===== src/hw/rtl/jsu_pkg.sv =====
// Shared types, result codes and the UTF-8 encoder for the JSON string unescaper.
package jsu_pkg;

    localparam int unsigned MaxResults = 4;

    localparam logic [1:0] KIND_BYTE  = 2'd0;
    localparam logic [1:0] KIND_CLOSE = 2'd1;
    localparam logic [1:0] KIND_ERROR = 2'd2;

    localparam logic [1:0] ERR_END_OF_INPUT = 2'd0;
    localparam logic [1:0] ERR_CONTROL      = 2'd1;
    localparam logic [1:0] ERR_BAD_HEX      = 2'd2;
    localparam logic [1:0] ERR_BAD_ESCAPE   = 2'd3;

    typedef struct packed {
        logic [7:0] in_byte;
        logic       end_of_input;
    } t_in_item;

    typedef struct packed {
        logic [1:0] kind;
        logic [7:0] out_byte;
        logic [1:0] error_code;
        logic       last;
    } t_out_item;

    // All results caused by one input beat, in delivery order.
    typedef struct packed {
        logic [2:0]                      count;
        t_out_item [MaxResults-1:0]      items;
    } t_group;

    typedef struct packed {
        logic [2:0]      len;
        logic [3:0][7:0] bytes;
    } t_utf8;

    function automatic t_utf8 utf8_encode(input logic [20:0] cp);
        t_utf8 r;
        r = '0;
        if (cp < 21'h80) begin
            r.len      = 3'd1;
            r.bytes[0] = cp[7:0];
        end else if (cp < 21'h800) begin
            r.len      = 3'd2;
            r.bytes[0] = {3'b110, cp[10:6]};
            r.bytes[1] = {2'b10, cp[5:0]};
        end else if (cp < 21'h10000) begin
            r.len      = 3'd3;
            r.bytes[0] = {4'b1110, cp[15:12]};
            r.bytes[1] = {2'b10, cp[11:6]};
            r.bytes[2] = {2'b10, cp[5:0]};
        end else begin
            r.len      = 3'd4;
            r.bytes[0] = {5'b11110, cp[20:18]};
            r.bytes[1] = {2'b10, cp[17:12]};
            r.bytes[2] = {2'b10, cp[11:6]};
            r.bytes[3] = {2'b10, cp[5:0]};
        end
        return r;
    endfunction

endpackage


===== src/hw/rtl/jsu_decode.sv =====
// Input register, escape state machine and per-beat result group builder.
module jsu_decode (
    input  logic              i_clk,
    input  logic              i_rst_n,
    input  logic              i_in_valid,
    output logic              o_in_stall,
    input  jsu_pkg::t_in_item i_in_beat,
    output logic              o_grp_valid,
    input  logic              i_grp_stall,
    output jsu_pkg::t_group   o_grp
);

    localparam logic [2:0] MODE_NORMAL = 3'd0;
    localparam logic [2:0] MODE_ESCAPE = 3'd1;
    localparam logic [2:0] MODE_HEX0   = 3'd2;
    localparam logic [2:0] MODE_HEX3   = 3'd5;

    function automatic logic [4:0] hex_digit(input logic [7:0] c);
        logic [7:0] t;
        t = 8'd0;
        if (c >= "0" && c <= "9") begin
            t = c - 8'h30;
            return {1'b1, t[3:0]};
        end else if (c >= "a" && c <= "f") begin
            t = c - 8'h57;
            return {1'b1, t[3:0]};
        end else if (c >= "A" && c <= "F") begin
            t = c - 8'h37;
            return {1'b1, t[3:0]};
        end
        return 5'd0;
    endfunction

    logic              r_in_valid;
    jsu_pkg::t_in_item r_in;
    logic [2:0]        r_mode;
    logic [11:0]       r_hex;
    logic [15:0]       r_held;
    logic              r_held_valid;
    logic [2:0]        n_mode;
    logic [11:0]       n_hex;
    logic [15:0]       n_held;
    logic              n_held_valid;

    logic              leave;
    logic [4:0]        hd;
    logic [15:0]       cp16;
    logic [20:0]       src_cp;
    logic              src_on;
    logic              tail_on;
    jsu_pkg::t_out_item tail;
    jsu_pkg::t_utf8    enc;
    logic [2:0]        flen;
    logic [2:0]        count;
    logic [7:0]        c;
    logic              eoi;
    logic              pair;

    assign c    = r_in.in_byte;
    assign eoi  = r_in.end_of_input;
    assign hd   = hex_digit(c);
    assign cp16 = {r_hex, hd[3:0]};
    assign pair = r_held_valid && r_held >= 16'hD800 && r_held <= 16'hDBFF
                  && cp16 >= 16'hDC00 && cp16 <= 16'hDFFF;

    always_comb begin
        n_mode       = r_mode;
        n_hex        = r_hex;
        n_held       = r_held;
        n_held_valid = r_held_valid;
        src_cp       = {5'd0, r_held};
        src_on       = 1'b0;
        tail_on      = 1'b0;
        tail         = '0;
        priority if (r_mode >= MODE_HEX0 && r_mode <= MODE_HEX3) begin
            if (eoi || !hd[4]) begin
                tail_on          = 1'b1;
                tail.kind        = jsu_pkg::KIND_ERROR;
                tail.error_code  = jsu_pkg::ERR_BAD_HEX;
                n_mode           = MODE_NORMAL;
                n_hex            = '0;
                n_held           = '0;
                n_held_valid     = 1'b0;
            end else if (r_mode != MODE_HEX3) begin
                n_hex  = cp16[11:0];
                n_mode = r_mode + 3'd1;
            end else begin
                n_hex  = '0;
                n_mode = MODE_NORMAL;
                if (pair) begin
                    // Lead and trail surrogate combine into one supplementary character.
                    src_cp       = {1'b0, r_held[9:0], cp16[9:0]} + 21'h10000;
                    src_on       = 1'b1;
                    n_held       = '0;
                    n_held_valid = 1'b0;
                end else begin
                    src_on       = r_held_valid;
                    n_held       = cp16;
                    n_held_valid = 1'b1;
                end
            end
        end else if (r_mode == MODE_ESCAPE) begin
            tail_on = 1'b1;
            n_mode  = MODE_NORMAL;
            if (eoi) begin
                tail.kind       = jsu_pkg::KIND_ERROR;
                tail.error_code = jsu_pkg::ERR_END_OF_INPUT;
                n_held          = '0;
                n_held_valid    = 1'b0;
                n_hex           = '0;
            end else if (c == "u") begin
                tail_on = 1'b0;
                n_mode  = MODE_HEX0;
                n_hex   = '0;
            end else begin
                unique case (c)
                    "b":           tail.out_byte = 8'h08;
                    "f":           tail.out_byte = 8'h0C;
                    "n":           tail.out_byte = 8'h0A;
                    "r":           tail.out_byte = 8'h0D;
                    "t":           tail.out_byte = 8'h09;
                    "\"", "\\", "/": tail.out_byte = c;
                    default: begin
                        tail.kind       = jsu_pkg::KIND_ERROR;
                        tail.error_code = jsu_pkg::ERR_BAD_ESCAPE;
                    end
                endcase
                if (tail.kind == jsu_pkg::KIND_ERROR) begin
                    n_held       = '0;
                    n_held_valid = 1'b0;
                    n_hex        = '0;
                end else begin
                    src_on       = r_held_valid;
                    n_held       = '0;
                    n_held_valid = 1'b0;
                end
            end
        end else begin
            // Normal mode; the unused codes behave the same way.
            n_mode  = MODE_NORMAL;
            tail_on = 1'b1;
            if (eoi || (c <= 8'h1F && c != "\"")) begin
                tail.kind       = jsu_pkg::KIND_ERROR;
                tail.error_code = eoi ? jsu_pkg::ERR_END_OF_INPUT : jsu_pkg::ERR_CONTROL;
                n_held          = '0;
                n_held_valid    = 1'b0;
                n_hex           = '0;
            end else if (c == "\"") begin
                tail.kind    = jsu_pkg::KIND_CLOSE;
                src_on       = r_held_valid;
                n_held       = '0;
                n_held_valid = 1'b0;
                n_hex        = '0;
            end else if (c == "\\") begin
                tail_on = 1'b0;
                n_mode  = MODE_ESCAPE;
            end else begin
                tail.out_byte = c;
                src_on        = r_held_valid;
                n_held        = '0;
                n_held_valid  = 1'b0;
            end
        end
    end

    assign enc   = jsu_pkg::utf8_encode(src_cp);
    assign flen  = src_on ? enc.len : 3'd0;
    assign count = flen + {2'd0, tail_on};

    always_comb begin
        o_grp       = '0;
        o_grp.count = count;
        for (int i = 0; i < jsu_pkg::MaxResults; i++) begin
            if (3'(i) < flen) begin
                o_grp.items[i].kind     = jsu_pkg::KIND_BYTE;
                o_grp.items[i].out_byte = enc.bytes[i];
            end else begin
                o_grp.items[i] = tail;
            end
            o_grp.items[i].last = (3'(i) == count - 3'd1);
        end
    end

    assign o_grp_valid = r_in_valid && (count != 3'd0);
    assign leave       = r_in_valid && ((count == 3'd0) || !i_grp_stall);
    assign o_in_stall  = r_in_valid && !leave;

    always_ff @(posedge i_clk) begin
        if (!i_rst_n) begin
            r_in_valid   <= 1'b0;
            r_mode       <= MODE_NORMAL;
            r_hex        <= '0;
            r_held       <= '0;
            r_held_valid <= 1'b0;
        end else begin
            if (!o_in_stall) begin
                r_in_valid <= i_in_valid;
            end
            if (leave) begin
                r_mode       <= n_mode;
                r_hex        <= n_hex;
                r_held       <= n_held;
                r_held_valid <= n_held_valid;
            end
        end
    end

    always_ff @(posedge i_clk) begin
        if (i_in_valid && !o_in_stall) begin
            r_in <= i_in_beat;
        end
    end

endmodule


===== src/hw/rtl/jsu_serial.sv =====
// Result group register that hands out one result beat per cycle while the output is not stalled.
module jsu_serial (
    input  logic               i_clk,
    input  logic               i_rst_n,
    input  logic               i_grp_valid,
    output logic               o_grp_stall,
    input  jsu_pkg::t_group    i_grp,
    output logic               o_out_valid,
    input  logic               i_out_stall,
    output jsu_pkg::t_out_item o_out_beat
);

    logic            r_valid;
    jsu_pkg::t_group r_grp;
    logic [1:0]      r_idx;
    logic            take;
    logic            take_last;
    logic            load;

    assign take        = r_valid && !i_out_stall;
    assign take_last   = take && ({1'b0, r_idx} == r_grp.count - 3'd1);
    assign o_grp_stall = r_valid && !take_last;
    assign load        = i_grp_valid && !o_grp_stall;

    assign o_out_valid = r_valid;
    assign o_out_beat  = r_grp.items[r_idx];

    always_ff @(posedge i_clk) begin
        if (!i_rst_n) begin
            r_valid <= 1'b0;
            r_idx   <= '0;
        end else if (load) begin
            r_valid <= 1'b1;
            r_idx   <= '0;
        end else if (take_last) begin
            r_valid <= 1'b0;
            r_idx   <= '0;
        end else if (take) begin
            r_idx <= r_idx + 2'd1;
        end
    end

    always_ff @(posedge i_clk) begin
        if (load) begin
            r_grp <= i_grp;
        end
    end

endmodule


===== src/hw/rtl/json_string_unescaper_top.sv =====
// Top level of the JSON string body unescaper.
// Takes the raw bytes of a JSON string body, one per input beat, starting after the
// opening quote, and delivers decoded bytes, a close marker or an error, one per output
// beat; the final result of each input beat carries last. An input beat is registered,
// decoded into a group of zero to four results, and the group is handed to an output
// register that delivers one result per cycle while the output is not stalled. A group
// of several results (a flushed multi-byte UTF-8 character) keeps that single register
// busy, so the next input beat waits in the input register until its last result is
// taken. A \u value is held until the next decoded result or the closing quote, so its
// bytes appear on that later beat; an error drops it. After a close or an error all
// state returns to the start of a new string body.
module json_string_unescaper_top (
    input  logic               i_clk,
    input  logic               i_rst_n,
    input  logic               i_in_valid,
    output logic               o_in_stall,
    input  jsu_pkg::t_in_item  i_in_beat,
    output logic               o_out_valid,
    input  logic               i_out_stall,
    output jsu_pkg::t_out_item o_out_beat
);

    logic            grp_valid;
    logic            grp_stall;
    jsu_pkg::t_group grp;

    jsu_decode u_decode (
        .i_clk       (i_clk),
        .i_rst_n     (i_rst_n),
        .i_in_valid  (i_in_valid),
        .o_in_stall  (o_in_stall),
        .i_in_beat   (i_in_beat),
        .o_grp_valid (grp_valid),
        .i_grp_stall (grp_stall),
        .o_grp       (grp)
    );

    jsu_serial u_serial (
        .i_clk       (i_clk),
        .i_rst_n     (i_rst_n),
        .i_grp_valid (grp_valid),
        .o_grp_stall (grp_stall),
        .i_grp       (grp),
        .o_out_valid (o_out_valid),
        .i_out_stall (i_out_stall),
        .o_out_beat  (o_out_beat)
    );

endmodule


===== config.mk =====
export PLATFORM = sky130hd
export DESIGN_NAME = json_string_unescaper_top
export DESIGN_NICKNAME = d
export VERILOG_FILES = /design/src/hw/rtl/jsu_pkg.sv /design/src/hw/rtl/jsu_decode.sv /design/src/hw/rtl/jsu_serial.sv /design/src/hw/rtl/json_string_unescaper_top.sv
export SDC_FILE = /design/constraint.sdc
export NUM_CORES = 1
export LEC_CHECK = 0
export BUFFER_PORTS_ARGS = -buffer_cell sky130_fd_sc_hd__clkbuf_2
export CAP_MARGIN = 20
export CORE_UTILIZATION = 50
export DETAILED_ROUTE_END_ITERATION = 16
export PLACE_DENSITY_LB_ADDON = 0.3
export SLEW_MARGIN = 10
export SYNTH_ARGS = -nofsm -noshare
export SYNTH_HDL_FRONTEND = slang
export SYNTH_SLANG_ARGS = --single-unit
export TNS_END_PERCENT = 100

===== constraint.sdc =====
create_clock -name i_clk -period 4.9 [get_ports i_clk]
set_input_delay 0.735 -clock i_clk [delete_from_list [all_inputs] [get_ports i_clk]]
set_output_delay 0.735 -clock i_clk [all_outputs]
set_load 0.02 [all_outputs]

; ---- Word level (Yosys, flattened, before mapping)
; Cells that the tools add are included.
; Widths: inputs -> output; s select.
[classes]
n_addsub = 9
magnitude_cmp = 21
n_eq_ne = 21
n_mux = 109
n_bitwise = 1
n_reduce_logical = 36
[op_table]
columns = op, count
row1 = $mux 16, 12
row2 = $mux 12, 11
row3 = $mux 8, 11
row4 = $mux 21, 4
row5 = $eq 8x7->1 const B, 7
row6 = $pmux 8 s6, 1
row7 = $mux 1, 37
row8 = $mux 3, 11
row9 = $ge 16x16->1 const B, 2
row10 = $le 16x16->1 const B, 2
row11 = $mux 2, 14
row12 = $bmux 13 s2, 1
row13 = $mux 24, 1
row14 = $mux 22, 1
row15 = $add 20x17->21 const B, 1
row16 = $lt 21x12->1 const B, 1
row17 = $lt 21x17->1 const B, 1
row18 = $lt 21x8->1 const B, 1
row19 = $mux 5, 4
row20 = $logic_and 1x1->1, 17
row21 = $eq 8x6->1 const B, 2
row22 = $ge 8x7->1 const B, 2
row23 = $le 8x7->1 const B, 2
row24 = $mux 13, 1
row25 = other kinds (35), 50
[totals]
register_bits = 100
in_bits = 13
output_inout_bits = 15
wordCells = 223

; ---- Longest topological paths before layout
[depth]
ltp_word = 26
ltp_mapped = 20
depth_no_buf = 16

; ---- Hierarchy
; From an unflattened synthesis, not the netlist that was laid out.
[hier_totals]
cells_unflattened = 533
hier_area_um2 = 5699.2
[modules_own_cells]
columns = mod, n_inst, cells_each, area_each_um2, seq_area_each_um2
row1 = jsu_decode, 1, 432, 3497.1, 930.9
row2 = jsu_serial, 1, 101, 2202.1, 1711.6

; ---- Worst setup path after synthesis
; No wires, ideal clock.
[synth_timing]
path_kind = register to register
start = reg u_decode.r_held[7]
end = reg u_serial.r_grp[0] in the netlist's numbering, enable pin
t_arrival_ns = 4.512
t_required_ns = 4.481
path_slack_ns = -0.030
stages_incl_launch_ff = 17
synth_period_minus_slack_ns = 4.930
path_cell_list = dfxtp_1 > clkbuf_1 > inv_1 > ha_1 > or4b_1 > o22ai_1 > nand2_2 > nand2_1 > buf_2 > nand2_1 > a21boi_0 > ha_1 > ha_1 > xor2_1 > ha_1 > nor2b_1 > and2_1
[synth_via]
elab_chain_cells = 18
elab_cells_between_ends = 26
cone_classes = 2 x add/sub / 5 x order compare / 12 x mux / 7 x reduce/logical
[synth_lines]
columns = element, line
row1 = "start, declared", jsu_decode.sv:38  ; logic [15:0] r_held;
row2 = "start signal, assigned", jsu_decode.sv:202  ; r_held <= n_held;
row3 = $ge 16x16->1, jsu_decode.sv:63  ; assign pair = r_held_valid && r_held >= 16'hD800 && r_held <= 16'hDBFF
row4 = $logic_and 1x1->1 (2 in a row), jsu_decode.sv:63
row5 = $logic_and 1x1->1 (2 in a row), jsu_decode.sv:64  ; && cp16 >= 16'hDC00 && cp16 <= 16'hDFFF;
row6 = $mux 21, jsu_decode.sv:90  ; if (pair) begin
row7 = $mux 21, jsu_decode.sv:84  ; end else if (r_mode != MODE_HEX3) begin
row8 = $mux 21, jsu_decode.sv:76  ; if (eoi || !hd[4]) begin
row9 = $mux 21, jsu_decode.sv:75  ; priority if (r_mode >= MODE_HEX0 && r_mode <= MODE_HEX3) begin
row10 = $lt 21x17->1, jsu_pkg.sv:48  ; end else if (cp < 21'h10000) begin
row11 = $mux 3, jsu_pkg.sv:48
row12 = $mux 3, jsu_pkg.sv:44  ; end else if (cp < 21'h800) begin
row13 = $mux 3, jsu_pkg.sv:41  ; if (cp < 21'h80) begin
row14 = $mux 3 (*), jsu_decode.sv:167  ; assign flen = src_on ? enc.len : 3'd0;
row15 = $add 3x1->3 (*), jsu_decode.sv:168  ; assign count = flen + {2'd0, tail_on};
row16 = $reduce_bool 3->1 (*), jsu_decode.sv:184  ; assign o_grp_valid = r_in_valid && (count != 3'd0);
row17 = $logic_and 1x1->1 (*), jsu_decode.sv:184
row18 = $logic_and 1x1->1 (*), jsu_serial.sv:23  ; assign load = i_grp_valid && !o_grp_stall;
row19 = named net u_serial.load, jsu_serial.sv:18  ; logic load;
row20 = "end signal, assigned", jsu_serial.sv:45  ; r_grp <= i_grp;
row21 = "end, declared", jsu_serial.sv:14  ; jsu_pkg::t_group r_grp;
; Mark *: on every way through the listed nets, which the timed path passes. The rest lies on a longest branch.
; A chain may end at the register's enable or synchronous reset.

==> out/results.tsv <==
stage	metric	value	unit
run_status	outcome	finished clean	
power	Leak	2.49	nW
critical_path	crit end category	output port	
finish	Final nets	583	
placement	# port buffers	27	
placement	gpl congestion	0.905	
sta	final setup vio count	0	
critical_path	CP peak stage delay	0.45	ns
synthesis	sequential fraction of the synthesis area	0.457	
critical_path	Worst Path Buf+Inv	2	
synthesis	Synth Net Count	554	
route	post-detailed-route count of antenna-violating nets	0	
synthesis	Distinct cells, synth	76	
critical_path	number of cells on the worst reg-to-reg path	15	
synthesis	Post-Syn Area	5780	µm²
synthesis	Async SR Flop Fraction	0	
finish	Layout area overhead	11.3	%
cts	Max clock buf depth	2	
finish	share of cells above drive strength 1	0.199	
hold_path	hold_sp	u_decode.r_hex[9]	
global_route	first-pass GRT wire length	21900	µm
finish	diodes inserted	0	
critical_path	FF-to-FF Start	u_decode.c[0]	
floorplan	area of the core	11000	µm²
floorplan	DIE HEIGHT	109	µm
synthesis	Synth Flop Type	edfxtp_1	
synthesis	mean post-synth cell area	10.9	µm²
synthesis	Post-Synthesis Cells	530	
floorplan	placement row count	38	
sta	crit path time final	4.67	ns
finish	commonest non-fill, non-tap cell in the layout	edfxtp_1	
cts	CTS Root Cell	clkbuf_16	
cts	clock-pin slew on the worst setup and hold paths	0.07	ns
route	Pre-antenna DRT Iters	5	
power	PD cells	286	nW/µm²
route	via count	4355	
sta	worst clock skew	0.0121	ns
route	DRC	0	
global_route	GRT overflow	0	
route	final WL	13800	µm
finish	most frequent cells in the layout	64 x edfxtp_1, 36 x nand2_1, 34 x dfxtp_1	
sta	final max-slew violation count	0	
critical_path	crit-path cells	buf_4 > or3b_2 > a221oi_1 > o21ai_1 > a21oi_2 > o221a_4 > a21boi_0 > ha_1 > ha_1 > nor2_1 > ha_1 > nand2b_1 > nor2_1 > clkbuf_2	
flow_run	max_cap viols	0	
cts	clock sinks	100	
global_route	number of antenna violations at the first check in global routing	0	
sta	RSZ-0062 raised after global routing	false	
route	First DRT Iteration DRCs	381	
synthesis	number of synthesized flops with an enable pin	64	
finish	fill cell count	926	
critical_path	required time of the critical path	4.16	ns
global_route	largest net degree at the start of global routing	56	
cts	clk_lat worst skew	0.36	ns
cts	H-tree depth	3	
sta	Setup TNS Final	0	ns
global_route	Total GRT Usage	0.248	
hold_path	type of the worst min-delay path	flop to flop	
critical_path	critical path depth in cells	14	
critical_path	crit-path most repeated cell	ha_1	
power	Worst IR Drop VDD	0.000180	V
critical_path	Worst setup SP type	flop	
critical_path	slowest cell on the critical path	edfxtp_1	
route	Avg Vias per Cell	6.19	
sta	crit share post-route	0.954	
critical_path	Setup CP Type	flop to output port	
route	Wirelength per Cell	19.6	µm
cts	cts bufs inserted	9	
critical_path	critical path arrival	3.94	ns
synthesis	yosys warns	0	
critical_path	Crit Path Max Fanout	8	
floorplan	Initial Util	0.524	
critical_path	CP top delay family	compound AO/OA/AOI/OAI gates	
sta	final worst setup slack	0.228	ns
sta	worst rel slew slack	0.483	
sta	fmax	214	MHz
critical_path	crit path launch	u_decode.c[0]	
sta	Final Hold Fails	0	
floorplan	die area	12000	µm²
placement	Post-DP HPWL	9990	µm
floorplan	die width	109	µm
global_route	number of global-route vias before repair	4076	
floorplan	Ports	28	
hold_path	WHS Path Cells	2	
cts	CTS tree	built	
synthesis	#FFs+latches synth	100	
sta	Worst-Margin Slew	0.775	ns
placement	Placement Setup Slack	0.413	ns
-- layer usage --
layer / vias to the layer above / track usage / part of all wire
li1: 2074 / - / -
met1: 2118 / 0.349 / 0.46
met2: 135 / 0.381 / 0.46
met3: 28 / 0.0362 / 0.052
met4: 0 / 0.105 / 0.027
met5: - / 0 / 0
-- sequential cells by signal (all words and copies together), names as in the netlist --
signal,cells
u_decode.r_held_valid,1
u_serial.r_idx,2
u_decode.r_mode,3
u_decode.r_in_valid,1
u_decode.eoi,1
u_decode.r_hex,12
u_serial.o_out_valid,1
u_decode.c,8
u_decode.r_held,16
u_serial.r_grp,55
-- kinds of logic (layout without fill, tap and decap cells) --
family,after synthesis,count (layout),synth area share
flip-flops,100,100,0.457
XOR/XNOR,11,11,0.0167
buffers and inverters,44,78,0.0394
AO/OA/AOI/OAI,133,133,0.167
adder cells (fa/ha/maj),11,11,0.0238
multiplexers,45,45,0.110
AND/OR/NAND/NOR,186,186,0.186
-- Yosys cell counts (4+ instances only) --
cell type | instances | area, µm²
nor2b_1 | 13 | 81.3
nor2_1 | 21 | 78.8
buf_6 | 4 | 45.0
nand3b_1 | 4 | 30.0
a22o_1 | 16 | 140
mux2_2 | 4 | 45.0
nand4_1 | 6 | 37.5
a21o_1 | 4 | 30.0
dfxtp_1 | 36 | 721
nand2_1 | 36 | 135
o21a_1 | 5 | 37.5
nand3_1 | 19 | 95.1
inv_1 | 11 | 41.3
and2_1 | 9 | 56.3
nand2b_1 | 22 | 138
nor4_1 | 5 | 31.3
a21boi_0 | 17 | 128
nor3_1 | 12 | 60.1
edfxtp_1 | 64 | 1920
o21bai_1 | 5 | 37.5
buf_2 | 14 | 70.1
mux4_2 | 13 | 293
nand4b_1 | 4 | 35.0
o21ai_0 | 28 | 140
a21oi_1 | 21 | 105
xor2_1 | 5 | 43.8
xnor2_1 | 6 | 52.6
ha_1 | 11 | 138
mux2i_1 | 25 | 250
and3_1 | 5 | 31.3
or3_1 | 4 | 25.0
buf_4 | 4 | 30.0
clkbuf_1 | 9 | 33.8
-- area by class of cell --
class,count,area [µm²],area share
Multi-Input combinational cell,386,2940,0.456
Sequential cell,100,2650,0.411
Timing Repair Buffer,51,328,0.0510
Clock buffer,9,225,0.0350
Tap cell,140,175,0.0272
Clock inverter,7,82.6,0.0128
Inverter,11,41.3,0.00642
-- power breakdown --
part	internal (W)	switching, W
sequential	0.000930	0.0000149
clock	0.000405	0.000339
combinational	0.0000618	0.0000890
-- worst paths after layout --
path | endpoint | slack (ns)
worst max-delay path | o_in_stall | 0.23
worst min-delay path | u_decode.r_hex[9] | 0.52
worst max register to register | u_decode.r_held[8] | 0.45
worst min register to register | u_decode.r_hex[9] | 0.52
-- repair_timing --
| item | CTS | global route |
|---|---|---|
| hold buffers | 0 | 0 |
| gates resized for setup | 0 | 7 |
| endpoints found under the setup margin | 0 | 1 |
| buffers inserted | 0 | 7 |
| hold endpoints to repair | 0 | 0 |
-- metrics by stage --
| stage | hold slack [ns] | cell area [µm²] | total power (W) | cells | util |
|---|---|---|---|---|---|
| floorplan | 0.470 | 5780 | 0.00106 | 530 | - |
| global placement | 0.497 | 6050 | 0.00110 | 681 | 0.548 |
| detailed placement | 0.515 | 6050 | 0.00111 | 681 | 0.548 |
| CTS | 0.525 | 6350 | 0.00184 | 697 | 0.576 |
| global route | 0.542 | 6430 | 0.00190 | 704 | 0.583 |
| finish | 0.524 | 6430 | 0.00184 | 704 | 0.583 |
-- tightest hold or removal path, delay by kind of cell (launching register included) --
family / cells / cell delay, ns
AO/OA/AOI/OAI: 1 / 0.06
flip-flops: 1 / 0.34
AND/OR/NAND/NOR: 1 / 0.07
No activity file was read; power rests on OpenSTA's default activity.
